File: config.mk
export PLATFORM = sky130hd
export DESIGN_NAME = segment_clamped_window_mean
export DESIGN_NICKNAME = d
export VERILOG_FILES = /design/src/rtl/core/scwm_pkg.sv /design/src/rtl/core/segment_clamped_window_mean.sv /design/src/rtl/core/scwm_ram.sv /design/src/rtl/core/scwm_div.sv
export VERILOG_INCLUDE_DIRS = /design/src /design/src/rtl/core
export SDC_FILE = /design/constraint.sdc
export NUM_CORES = 2
export LEC_CHECK = 0
export BUFFER_PORTS_ARGS = -buffer_cell sky130_fd_sc_hd__buf_2
export CAP_MARGIN = 20
export CORE_AREA = 2 2 353 355
export DETAILED_ROUTE_END_ITERATION = 10
export DIE_AREA = 0 0 355 357
export PLACE_DENSITY = 0.76
export SLEW_MARGIN = 10
export SYNTH_ARGS = -nofsm -noshare
export SYNTH_HDL_FRONTEND = slang
export SYNTH_SLANG_ARGS = --single-unit
export TNS_END_PERCENT = 5
File: constraint.sdc
create_clock -name clk -period 10.7 [get_ports clk]
set_input_delay 1.605 -clock clk [delete_from_list [all_inputs] [get_ports clk]]
set_output_delay 1.605 -clock clk [all_outputs]
set_load 0.02 [all_outputs]
File: src/rtl/core/segment_clamped_window_mean_macros.svh
// ----------------------------------------------------------------------------
// segment_clamped_window_mean assertion macros
// Shared concurrent checks; clocked on clk, disabled while rst_n is low.
// ----------------------------------------------------------------------------
`ifndef SEGMENT_CLAMPED_WINDOW_MEAN_MACROS_SVH
`define SEGMENT_CLAMPED_WINDOW_MEAN_MACROS_SVH

// cond holds on every clock out of reset
`define SCWM_ASSERT_ALWAYS(label, cond) \
    label: assert property (@(posedge clk) disable iff (!rst_n) (cond)) \
        else $error("scwm invariant violated");

// cons holds in the same cycle as ante
`define SCWM_ASSERT_IMPLIES(label, ante, cons) \
    label: assert property (@(posedge clk) disable iff (!rst_n) (ante) |-> (cons)) \
        else $error("scwm same-cycle check failed");

// cons holds in the cycle after ante
`define SCWM_ASSERT_NEXT(label, ante, cons) \
    label: assert property (@(posedge clk) disable iff (!rst_n) (ante) |=> (cons)) \
        else $error("scwm next-cycle check failed");

`endif

File: src/rtl/core/scwm_pkg.sv
`timescale 1ns / 1ps
// ----------------------------------------------------------------------------
// scwm_pkg
// Shared constants and types of the segment clamped window mean block.
// ----------------------------------------------------------------------------
package scwm_pkg;

    // default build configuration
    localparam int MAX_HALF_WIDTH_DEF = 32;
    localparam int SAMPLE_BITS_DEF    = 24;

    // width of the half width configuration register
    localparam int HALF_WIDTH_BITS = 6;

    // divider status seen by the sequencer
    typedef struct packed {
        logic busy;
        logic done;
    } div_stat_t;

endpackage

File: src/rtl/core/segment_clamped_window_mean.sv
`timescale 1ns / 1ps
// ----------------------------------------------------------------------------
// segment_clamped_window_mean
// Moving average over segmented samples with the window clipped at segment
// edges and divided by its true sample count.
// ----------------------------------------------------------------------------
// Timing: an item that causes no result is accepted in the idle state and
// added to the window in the update state. Each result holds the sequencer in
// the serial divider, one quotient bit a cycle, until the quotient is done.
// Every further result of the flush run at a segment end starts the divider
// from the flush state, and every sample that leaves the window during the
// flush is first read from the sample ring, then subtracted. A stalled output
// holds the sequencer in the divide state. The next beat is taken once the
// last result of an item sits in the output register. The half width is
// sampled at the first sample of each segment; there is no clearing pass
// after reset.
module segment_clamped_window_mean import scwm_pkg::*; #(
    parameter int MAX_HALF_WIDTH = MAX_HALF_WIDTH_DEF,
    parameter int SAMPLE_BITS    = SAMPLE_BITS_DEF
) (
    input  logic                       clk,
    input  logic                       rst_n,
    // configuration
    input  logic                       cfg_valid,
    output logic                       cfg_ready,
    input  logic [HALF_WIDTH_BITS-1:0] cfg_data,
    // input samples
    input  logic                       in_valid,
    output logic                       in_ready,
    input  logic [SAMPLE_BITS-1:0]     sample,
    input  logic                       segment_end,
    // results
    output logic                       out_valid,
    input  logic                       out_ready,
    output logic [SAMPLE_BITS-1:0]     mean,
    output logic                       segment_last,
    output logic                       run_last
);

`include "segment_clamped_window_mean_macros.svh"

    localparam int WIN_MAX    = 2 * MAX_HALF_WIDTH;
    localparam int AW         = $clog2(WIN_MAX);
    localparam int RING_DEPTH = 1 << AW;
    localparam int CW         = $clog2(WIN_MAX + 1);
    localparam int HW         = $clog2(MAX_HALF_WIDTH + 1);
    localparam int SUM_W      = SAMPLE_BITS + AW;

    localparam int ST_W = 3;
    localparam logic [ST_W-1:0] S_IDLE  = 3'd0;
    localparam logic [ST_W-1:0] S_UPD   = 3'd1;
    localparam logic [ST_W-1:0] S_FLUSH = 3'd2;
    localparam logic [ST_W-1:0] S_SUB   = 3'd3;
    localparam logic [ST_W-1:0] S_DIV   = 3'd4;

    // control state
    logic [ST_W-1:0]            state_reg,  state_next;
    logic [HALF_WIDTH_BITS-1:0] half_width_reg;
    logic [HW-1:0]              h_reg,      h_next;
    logic [CW-1:0]              seen_reg,   seen_next;
    logic [SUM_W-1:0]           sum_reg,    sum_next;
    logic [AW-1:0]              wr_ptr_reg, wr_ptr_next;
    logic [HW-1:0]              k_reg,      k_next;
    logic [CW-1:0]              cur_reg,    cur_next;
    logic                       last_reg,   last_next;
    logic                       seg_pend_reg, seg_pend_next;
    logic                       run_pend_reg, run_pend_next;
    logic                       out_valid_reg;

    // payload
    logic [SAMPLE_BITS-1:0]     sample_reg;
    logic [SAMPLE_BITS-1:0]     mean_reg;
    logic                       seg_last_reg;
    logic                       run_last_reg;

    // ring and divider
    logic                       ring_we;
    logic [AW-1:0]              ring_raddr;
    logic [SAMPLE_BITS-1:0]     ring_rdata;
    logic                       div_start;
    logic [SUM_W-1:0]           div_dividend;
    logic [CW-1:0]              div_divisor;
    logic [SUM_W-1:0]           div_quotient;
    div_stat_t                  div_stat;

    // combinational helpers
    logic                       in_fire;
    logic [HW-1:0]              h_cfg;
    logic [HW-1:0]              h_eff;
    logic [CW-1:0]              two_h_eff;
    logic [CW-1:0]              two_h;
    logic                       drop;
    logic [SUM_W-1:0]           sum_upd;
    logic [CW-1:0]              n_cnt;
    logic [CW-1:0]              wcount;
    logic [HW-1:0]              h_m1;
    logic [HW-1:0]              offset;
    logic                       emit_now;
    logic [CW-1:0]              kh;
    logic [CW-1:0]              c_val;
    logic                       out_free;
    logic                       load_out;
    logic                       more_flush;
    logic                       finish_seg;

    assign cfg_ready = 1'b1;
    assign in_ready  = (state_reg == S_IDLE);
    assign in_fire   = in_valid && in_ready;

    // configuration register
    always_ff @(posedge clk or negedge rst_n)
    begin
        if (!rst_n)
        begin
            half_width_reg <= HALF_WIDTH_BITS'(1);
        end
        else if (cfg_valid && cfg_ready)
        begin
            half_width_reg <= cfg_data;
        end
    end

    // clamp the programmed half width to 1..MAX_HALF_WIDTH
    always_comb
    begin
        if (half_width_reg == '0)
        begin
            h_cfg = HW'(1);
        end
        else if ({1'b0, half_width_reg} > (HALF_WIDTH_BITS + 1)'(MAX_HALF_WIDTH))
        begin
            h_cfg = HW'(MAX_HALF_WIDTH);
        end
        else
        begin
            h_cfg = HW'(half_width_reg);
        end
    end

    // window arithmetic
    always_comb
    begin
        h_eff     = (seen_reg == '0) ? h_cfg : h_reg;
        two_h_eff = CW'({h_eff, 1'b0});
        two_h     = CW'({h_reg, 1'b0});
        drop      = (seen_reg >= two_h);
        sum_upd   = sum_reg + SUM_W'(sample_reg)
                  - (drop ? SUM_W'(ring_rdata) : SUM_W'(0));
        n_cnt     = (seen_reg == CW'(WIN_MAX)) ? seen_reg : seen_reg + CW'(1);
        wcount    = (n_cnt < two_h) ? n_cnt : two_h;
        h_m1      = h_reg - HW'(1);
        offset    = (n_cnt < CW'(h_m1)) ? HW'(n_cnt) : h_m1;
        emit_now  = (n_cnt >= CW'(h_reg));
        kh        = CW'(k_reg) + CW'(h_reg);
        c_val     = (kh > seen_reg) ? seen_reg : kh;
    end

    // ring read address: the leaving sample at accept, flush samples later
    always_comb
    begin
        if (state_reg == S_FLUSH)
        begin
            ring_raddr = wr_ptr_reg - AW'(cur_reg);
        end
        else
        begin
            ring_raddr = wr_ptr_reg - AW'(two_h_eff);
        end
    end

    assign ring_we = (state_reg == S_UPD);

    // output register handoff
    assign out_free   = !out_valid_reg || out_ready;
    assign load_out   = (state_reg == S_DIV) && div_stat.done && out_free;
    assign more_flush = last_reg && (k_reg != '0);
    assign finish_seg = load_out && !more_flush && last_reg;

    // divider request
    always_comb
    begin
        div_dividend = (state_reg == S_UPD) ? sum_upd : sum_reg;
        div_divisor  = (state_reg == S_UPD) ? wcount : c_val;
        div_start    = 1'b0;
        if (state_reg == S_UPD)
        begin
            div_start = emit_now;
        end
        else if (state_reg == S_FLUSH)
        begin
            div_start = (cur_reg == c_val);
        end
    end

    // sequencer
    always_comb
    begin
        state_next    = state_reg;
        h_next        = h_reg;
        seen_next     = seen_reg;
        sum_next      = sum_reg;
        wr_ptr_next   = wr_ptr_reg;
        k_next        = k_reg;
        cur_next      = cur_reg;
        last_next     = last_reg;
        seg_pend_next = seg_pend_reg;
        run_pend_next = run_pend_reg;
        case (state_reg)
            S_IDLE:
            begin
                if (in_fire)
                begin
                    h_next     = h_eff;
                    last_next  = segment_end;
                    state_next = S_UPD;
                end
            end
            S_UPD:
            begin
                sum_next      = sum_upd;
                wr_ptr_next   = wr_ptr_reg + AW'(1);
                seen_next     = n_cnt;
                cur_next      = wcount;
                k_next        = offset;
                seg_pend_next = last_reg && (h_reg == HW'(1));
                run_pend_next = !last_reg || (offset == '0);
                if (emit_now)
                begin
                    state_next = S_DIV;
                end
                else if (last_reg)
                begin
                    state_next = S_FLUSH;
                end
                else
                begin
                    state_next = S_IDLE;
                end
            end
            S_FLUSH:
            begin
                if (cur_reg == c_val)
                begin
                    seg_pend_next = (k_reg == HW'(1));
                    run_pend_next = (k_reg == HW'(1));
                    k_next        = k_reg - HW'(1);
                    state_next    = S_DIV;
                end
                else
                begin
                    cur_next   = cur_reg - CW'(1);
                    state_next = S_SUB;
                end
            end
            S_SUB:
            begin
                sum_next   = sum_reg - SUM_W'(ring_rdata);
                state_next = S_FLUSH;
            end
            S_DIV:
            begin
                if (load_out)
                begin
                    if (more_flush)
                    begin
                        state_next = S_FLUSH;
                    end
                    else
                    begin
                        state_next = S_IDLE;
                        if (last_reg)
                        begin
                            seen_next = '0;
                            sum_next  = '0;
                        end
                    end
                end
            end
            default:
            begin
                state_next = S_IDLE;
            end
        endcase
    end

    // control registers
    always_ff @(posedge clk or negedge rst_n)
    begin
        if (!rst_n)
        begin
            state_reg    <= S_IDLE;
            h_reg        <= HW'(1);
            seen_reg     <= '0;
            sum_reg      <= '0;
            wr_ptr_reg   <= '0;
            k_reg        <= '0;
            cur_reg      <= '0;
            last_reg     <= 1'b0;
            seg_pend_reg <= 1'b0;
            run_pend_reg <= 1'b0;
        end
        else
        begin
            state_reg    <= state_next;
            h_reg        <= h_next;
            seen_reg     <= seen_next;
            sum_reg      <= sum_next;
            wr_ptr_reg   <= wr_ptr_next;
            k_reg        <= k_next;
            cur_reg      <= cur_next;
            last_reg     <= last_next;
            seg_pend_reg <= seg_pend_next;
            run_pend_reg <= run_pend_next;
        end
    end

    // input beat payload
    always_ff @(posedge clk)
    begin
        if (in_fire)
        begin
            sample_reg <= sample;
        end
    end

    // output valid
    always_ff @(posedge clk or negedge rst_n)
    begin
        if (!rst_n)
        begin
            out_valid_reg <= 1'b0;
        end
        else if (load_out)
        begin
            out_valid_reg <= 1'b1;
        end
        else if (out_ready)
        begin
            out_valid_reg <= 1'b0;
        end
    end

    // output payload
    always_ff @(posedge clk)
    begin
        if (load_out)
        begin
            mean_reg     <= div_quotient[SAMPLE_BITS-1:0];
            seg_last_reg <= seg_pend_reg;
            run_last_reg <= run_pend_reg;
        end
    end

    assign out_valid    = out_valid_reg;
    assign mean         = mean_reg;
    assign segment_last = seg_last_reg;
    assign run_last     = run_last_reg;

    // sample ring
    scwm_ram #(
        .WIDTH (SAMPLE_BITS),
        .DEPTH (RING_DEPTH)
    ) u_ring (
        .clk   (clk),
        .we    (ring_we),
        .waddr (wr_ptr_reg),
        .wdata (sample_reg),
        .raddr (ring_raddr),
        .rdata (ring_rdata)
    );

    // serial divider
    scwm_div #(
        .DVD_W (SUM_W),
        .DVS_W (CW)
    ) u_div (
        .clk      (clk),
        .rst_n    (rst_n),
        .start    (div_start),
        .dividend (div_dividend),
        .divisor  (div_divisor),
        .quotient (div_quotient),
        .stat     (div_stat)
    );

    // checks
    `SCWM_ASSERT_ALWAYS(a_h_range, (h_reg >= HW'(1)) && (h_reg <= HW'(MAX_HALF_WIDTH)))
    `SCWM_ASSERT_IMPLIES(a_load_after_div, load_out, div_stat.done && !div_stat.busy)
    `SCWM_ASSERT_IMPLIES(a_flush_no_undershoot, state_reg == S_FLUSH, cur_reg >= c_val)
    `SCWM_ASSERT_NEXT(a_segment_cleared, finish_seg, (seen_reg == '0) && (sum_reg == '0))

endmodule

File: src/rtl/core/scwm_ram.sv
`timescale 1ns / 1ps
// ----------------------------------------------------------------------------
// scwm_ram
// Generic single write port, single read port RAM with registered read data.
// ----------------------------------------------------------------------------
module scwm_ram #(
    parameter int WIDTH = 24,
    parameter int DEPTH = 64
) (
    input  logic                     clk,
    input  logic                     we,
    input  logic [$clog2(DEPTH)-1:0] waddr,
    input  logic [WIDTH-1:0]         wdata,
    input  logic [$clog2(DEPTH)-1:0] raddr,
    output logic [WIDTH-1:0]         rdata
);

    logic [WIDTH-1:0] mem_reg [DEPTH];
    logic [WIDTH-1:0] rdata_reg;

    // write port
    always_ff @(posedge clk)
    begin
        if (we)
        begin
            mem_reg[waddr] <= wdata;
        end
    end

    // read port, registered
    always_ff @(posedge clk)
    begin
        rdata_reg <= mem_reg[raddr];
    end

    assign rdata = rdata_reg;

endmodule

File: src/rtl/core/scwm_div.sv
`timescale 1ns / 1ps
// ----------------------------------------------------------------------------
// scwm_div
// Radix-2 restoring divider, one quotient bit per cycle, quotient held
// until the next start.
// ----------------------------------------------------------------------------
module scwm_div import scwm_pkg::*; #(
    parameter int DVD_W = 30,
    parameter int DVS_W = 7
) (
    input  logic             clk,
    input  logic             rst_n,
    input  logic             start,
    input  logic [DVD_W-1:0] dividend,
    input  logic [DVS_W-1:0] divisor,
    output logic [DVD_W-1:0] quotient,
    output div_stat_t        stat
);

    localparam int CNT_W = $clog2(DVD_W + 1);

    logic [DVD_W-1:0] quo_reg;
    logic [DVS_W-1:0] rem_reg;
    logic [DVS_W-1:0] dvs_reg;
    logic [CNT_W-1:0] cnt_reg;
    logic             busy_reg;
    logic             done_reg;

    logic [DVS_W:0]   rem_sh;
    logic             ge;
    logic [DVS_W:0]   rem_sub;

    // one restoring step
    always_comb
    begin
        rem_sh  = {rem_reg, quo_reg[DVD_W-1]};
        ge      = (rem_sh >= {1'b0, dvs_reg});
        rem_sub = rem_sh - {1'b0, dvs_reg};
    end

    // control
    always_ff @(posedge clk or negedge rst_n)
    begin
        if (!rst_n)
        begin
            busy_reg <= 1'b0;
            done_reg <= 1'b0;
            cnt_reg  <= '0;
        end
        else if (start)
        begin
            busy_reg <= 1'b1;
            done_reg <= 1'b0;
            cnt_reg  <= CNT_W'(DVD_W);
        end
        else if (busy_reg)
        begin
            cnt_reg <= cnt_reg - CNT_W'(1);
            if (cnt_reg == CNT_W'(1))
            begin
                busy_reg <= 1'b0;
                done_reg <= 1'b1;
            end
        end
    end

    // datapath
    always_ff @(posedge clk)
    begin
        if (start)
        begin
            quo_reg <= dividend;
            rem_reg <= '0;
            dvs_reg <= divisor;
        end
        else if (busy_reg)
        begin
            quo_reg <= {quo_reg[DVD_W-2:0], ge};
            rem_reg <= ge ? rem_sub[DVS_W-1:0] : rem_sh[DVS_W-1:0];
        end
    end

    assign quotient  = quo_reg;
    assign stat.busy = busy_reg;
    assign stat.done = done_reg;

endmodule
==> impl_metrics.tcl <==
set metrics [dict create \
    drc 0 \
    synth_area_um2 73400 \
    fin_crit_sh_pct 56.5 \
    cts_made_buffers 172 \
    cp.arrival_ns 6.71 \
    seqCellArea_um2 51400 \
    rsz0062_at_grt "no" \
    required_ns 11.36 \
    ys_types 90 \
    grt_pass1_wl_um 261000 \
    leakage_nw 27.7 \
    grt_pass1_vias 39200 \
    status "finished, final reports clean" \
    ant_nets 0 \
    syn_nets 4317 \
    clk_pin_slew_ns 0.06 \
    h-tree-depth 4 \
    yosysWarnings 0 \
    areaGrowthSynthToFinish_pct 11.1 \
    cts_sinks 1736 \
    drive_above_1_share_pct 20.9 \
    min_path_cells 0 \
    firstDrtPassIters 6 \
    die_y_um 357 \
    crit_path_end_kind "register" \
    num_rows 129 \
    slew_headroom_pct 28.4 \
    period_minus_slack_ns 6.05 \
    ios 65 \
    placed_cells 5760 \
    hold_buffers 0 \
    ys_seq_area_share_pct 70.0 \
    fillCellCount 7963 \
    hpwl_um 103000 \
    avgSynthCellArea_um2 17.8 \
    power.total_mw 26.5 \
    nets 4485 \
    peakVddDrop_mv 0.381 \
    netlist_instances 4131 \
    antenna_found_initial 8 \
    synth-edff-count 1623 \
    clockBufferDepth 3 \
    wl_per_cell_um 29.0 \
    cts_setup_buffers 0 \
    grt_max_degree 136 \
    die_w_um 355 \
    overflow 0 \
    final_util_pct 66.3 \
    powerDensity_nw_per_um2 325 \
    min_path_type "register to register" \
    cp-start-kind "register" \
    cts-resized-gates 0 \
    finalHoldViolCount 0 \
    drv_cap 0 \
    setup_tns_ns 0 \
    largest_register_ffs 1536 \
    setup_viol 0 \
    synthFlopType "edfxtp_1" \
    cts_tree "built" \
    initial_core_util_pct 59.7 \
    timing.fmax_mhz 165 \
    drt_wl_total_um 177000 \
    clkLatencyLatePin_ns 0.81 \
    initialDrtViolationCount 4931 \
    tightest_slew_ns 1.07 \
    gp_congestion 0.891 \
    whs_ns 0.443 \
    io_buffers 63 \
    multiInputGateArea_um2 20500 \
    critPathMaxFanout 24 \
    vias 39800 \
    crit_type "register to register" \
    r2r_cells 23 \
    routed_via_density 6.55 \
    grt_usage_pct 28.3 \
    drv_slew 0 \
    synth-async-reset-ratio_pct 4.72 \
    die-area_um2 127000 \
    fin_cells 6079 \
    synth_seq_cells 1736 \
    core_um2 123000 \
    root_buffer "clkbuf_16" \
    fin_skew_ns 0.0368 \
]
==> cells in the mapped netlist (all sizes together) (7+ instances only) <==
master / instances / area (µm²)
xor2: 33 / 297
a221oi: 10 / 87.6
o211ai: 15 / 113
nor2: 200 / 763
mux4: 384 / 8650
a21o: 31 / 233
or3: 9 / 56.3
and3: 9 / 56.3
fa: 29 / 581
mux2i: 197 / 1970
buf: 121 / 743
a21boi: 7 / 52.6
dfrtp: 80 / 2000
dfxtp: 31 / 621
a211oi: 117 / 878
nand2b: 17 / 106
o31ai: 8 / 60.1
nand4: 13 / 81.3
inv: 179 / 672
nor2b: 111 / 694
edfxtp: 1623 / 48700
o22ai: 7 / 43.8
clkbuf: 85 / 319
o21a: 19 / 143
xnor2: 45 / 394
a21oi: 209 / 1070
nand3: 25 / 125
o21ai: 97 / 497
ha: 121 / 1510
a31oi: 23 / 159
mux2: 12 / 135
nor3: 29 / 145
nand2: 135 / 509
==> cells by family (layout without fill, tap and decap cells) <==
logic type | count (synthesis) | count (layout) | share of synthesized area [%]
buf+inv | 386 | 695 | 2.37
other cells | 1 | 3 | 0.00511
xor+xnor | 78 | 78 | 0.941
compound gates | 603 | 603 | 5.30
fa+ha+maj | 150 | 150 | 2.85
mux | 593 | 593 | 14.7
flops | 1736 | 1736 | 70.0
simple gates | 584 | 584 | 3.83
==> cell type report <==
type | count | share of cell area [%]
clock buffers | 234 | 5.72
multi-input cells | 2009 | 25.1
repair buffers | 200 | 1.79
well taps | 1637 | 2.51
clock inverters | 81 | 0.992
diodes | 2 | 0.00614
flip-flops and latches | 1736 | 63.0
inverters | 180 | 0.828
==> critical path, cell delays in order (launching register included) <==
cell      delay, ns
dfstp_2        0.67
ha_1           0.27
inv_1          0.05
o21ai_0        0.06
a21o_1         0.19
a21oi_1        0.14
nor2b_1        0.06
o21ai_0        0.15
nand2b_1       0.12
a21oi_4        0.62
nor2b_1        0.11
ha_1           0.30
inv_1          0.04
ha_1           0.22
fa_1           0.48
a211oi_1       0.37
o211ai_1       0.20
a41oi_2        0.31
o211ai_1       0.20
a22o_1         0.26
a311oi_1       0.43
o31ai_1        0.18
or4_1          0.41
nand3_1        0.09
==> placed cells by master, fill, tap and decap left out, types with 51 or more instances in the layout <==
cell,synthesis,routed
clkbuf_1,85,51
ha_1,121,121
edfxtp_1,1623,1623
nor2_1,197,133
nand2_1,134,134
o21ai_0,95,95
inv_1,179,179
clkbuf_16,0,174
nor2b_1,111,111
mux2i_1,197,197
buf_4,29,128
buf_2,60,63
mux4_2,384,384
a211oi_1,117,117
a21oi_1,205,203
dfrtp_1,80,80
nor2_2,2,64
==> final timing paths <==
path / from / end / slack [ns]
setup / recovery: h_reg[0]$_DFFE_PN1P_ / u_div.quotient[28]$_DFFE_PP_ / 4.65
setup reg to reg: h_reg[0]$_DFFE_PN1P_ / u_div.quotient[28]$_DFFE_PP_ / 4.65
hold reg to reg: run_pend_reg$_DFFE_PN0P_ / run_last$_DFFE_PP_ / 0.44
hold / removal: run_pend_reg$_DFFE_PN0P_ / run_last$_DFFE_PP_ / 0.44
min in group asynchronous: rst_n / k_reg[4]$_DFFE_PN0P_ / 0.69
max in group asynchronous: rst_n / sum_reg[15]$_DFFE_PN0P_ / 8.74
==> per-stage QoR <==
step	instance area, µm²	setup slack [ns]
after floorplan	73400	5.25
after global placement	76000	4.39
after detailed placement	76000	4.40
after CTS	81500	4.39
after global routing	81600	4.27
final	81600	4.65
==> power by group <==
part           internal (mW)  switching, mW
registers               8.24          0.384
clock network           3.36           2.55
logic                   4.64           7.34
==> metal layers <==
metal / global-route usage (%) / vias to the layer above / wire [µm]
li1: - / 16800 / -
met1: 40.9 / 20500 / 69000
met2: 44.1 / 2234 / 83000
met3: 5.76 / 299 / 19000
met4: 9.17 / 4 / 5480
met5: 0 / - / 23
Note: power is estimated with default switching activity, not from simulation.
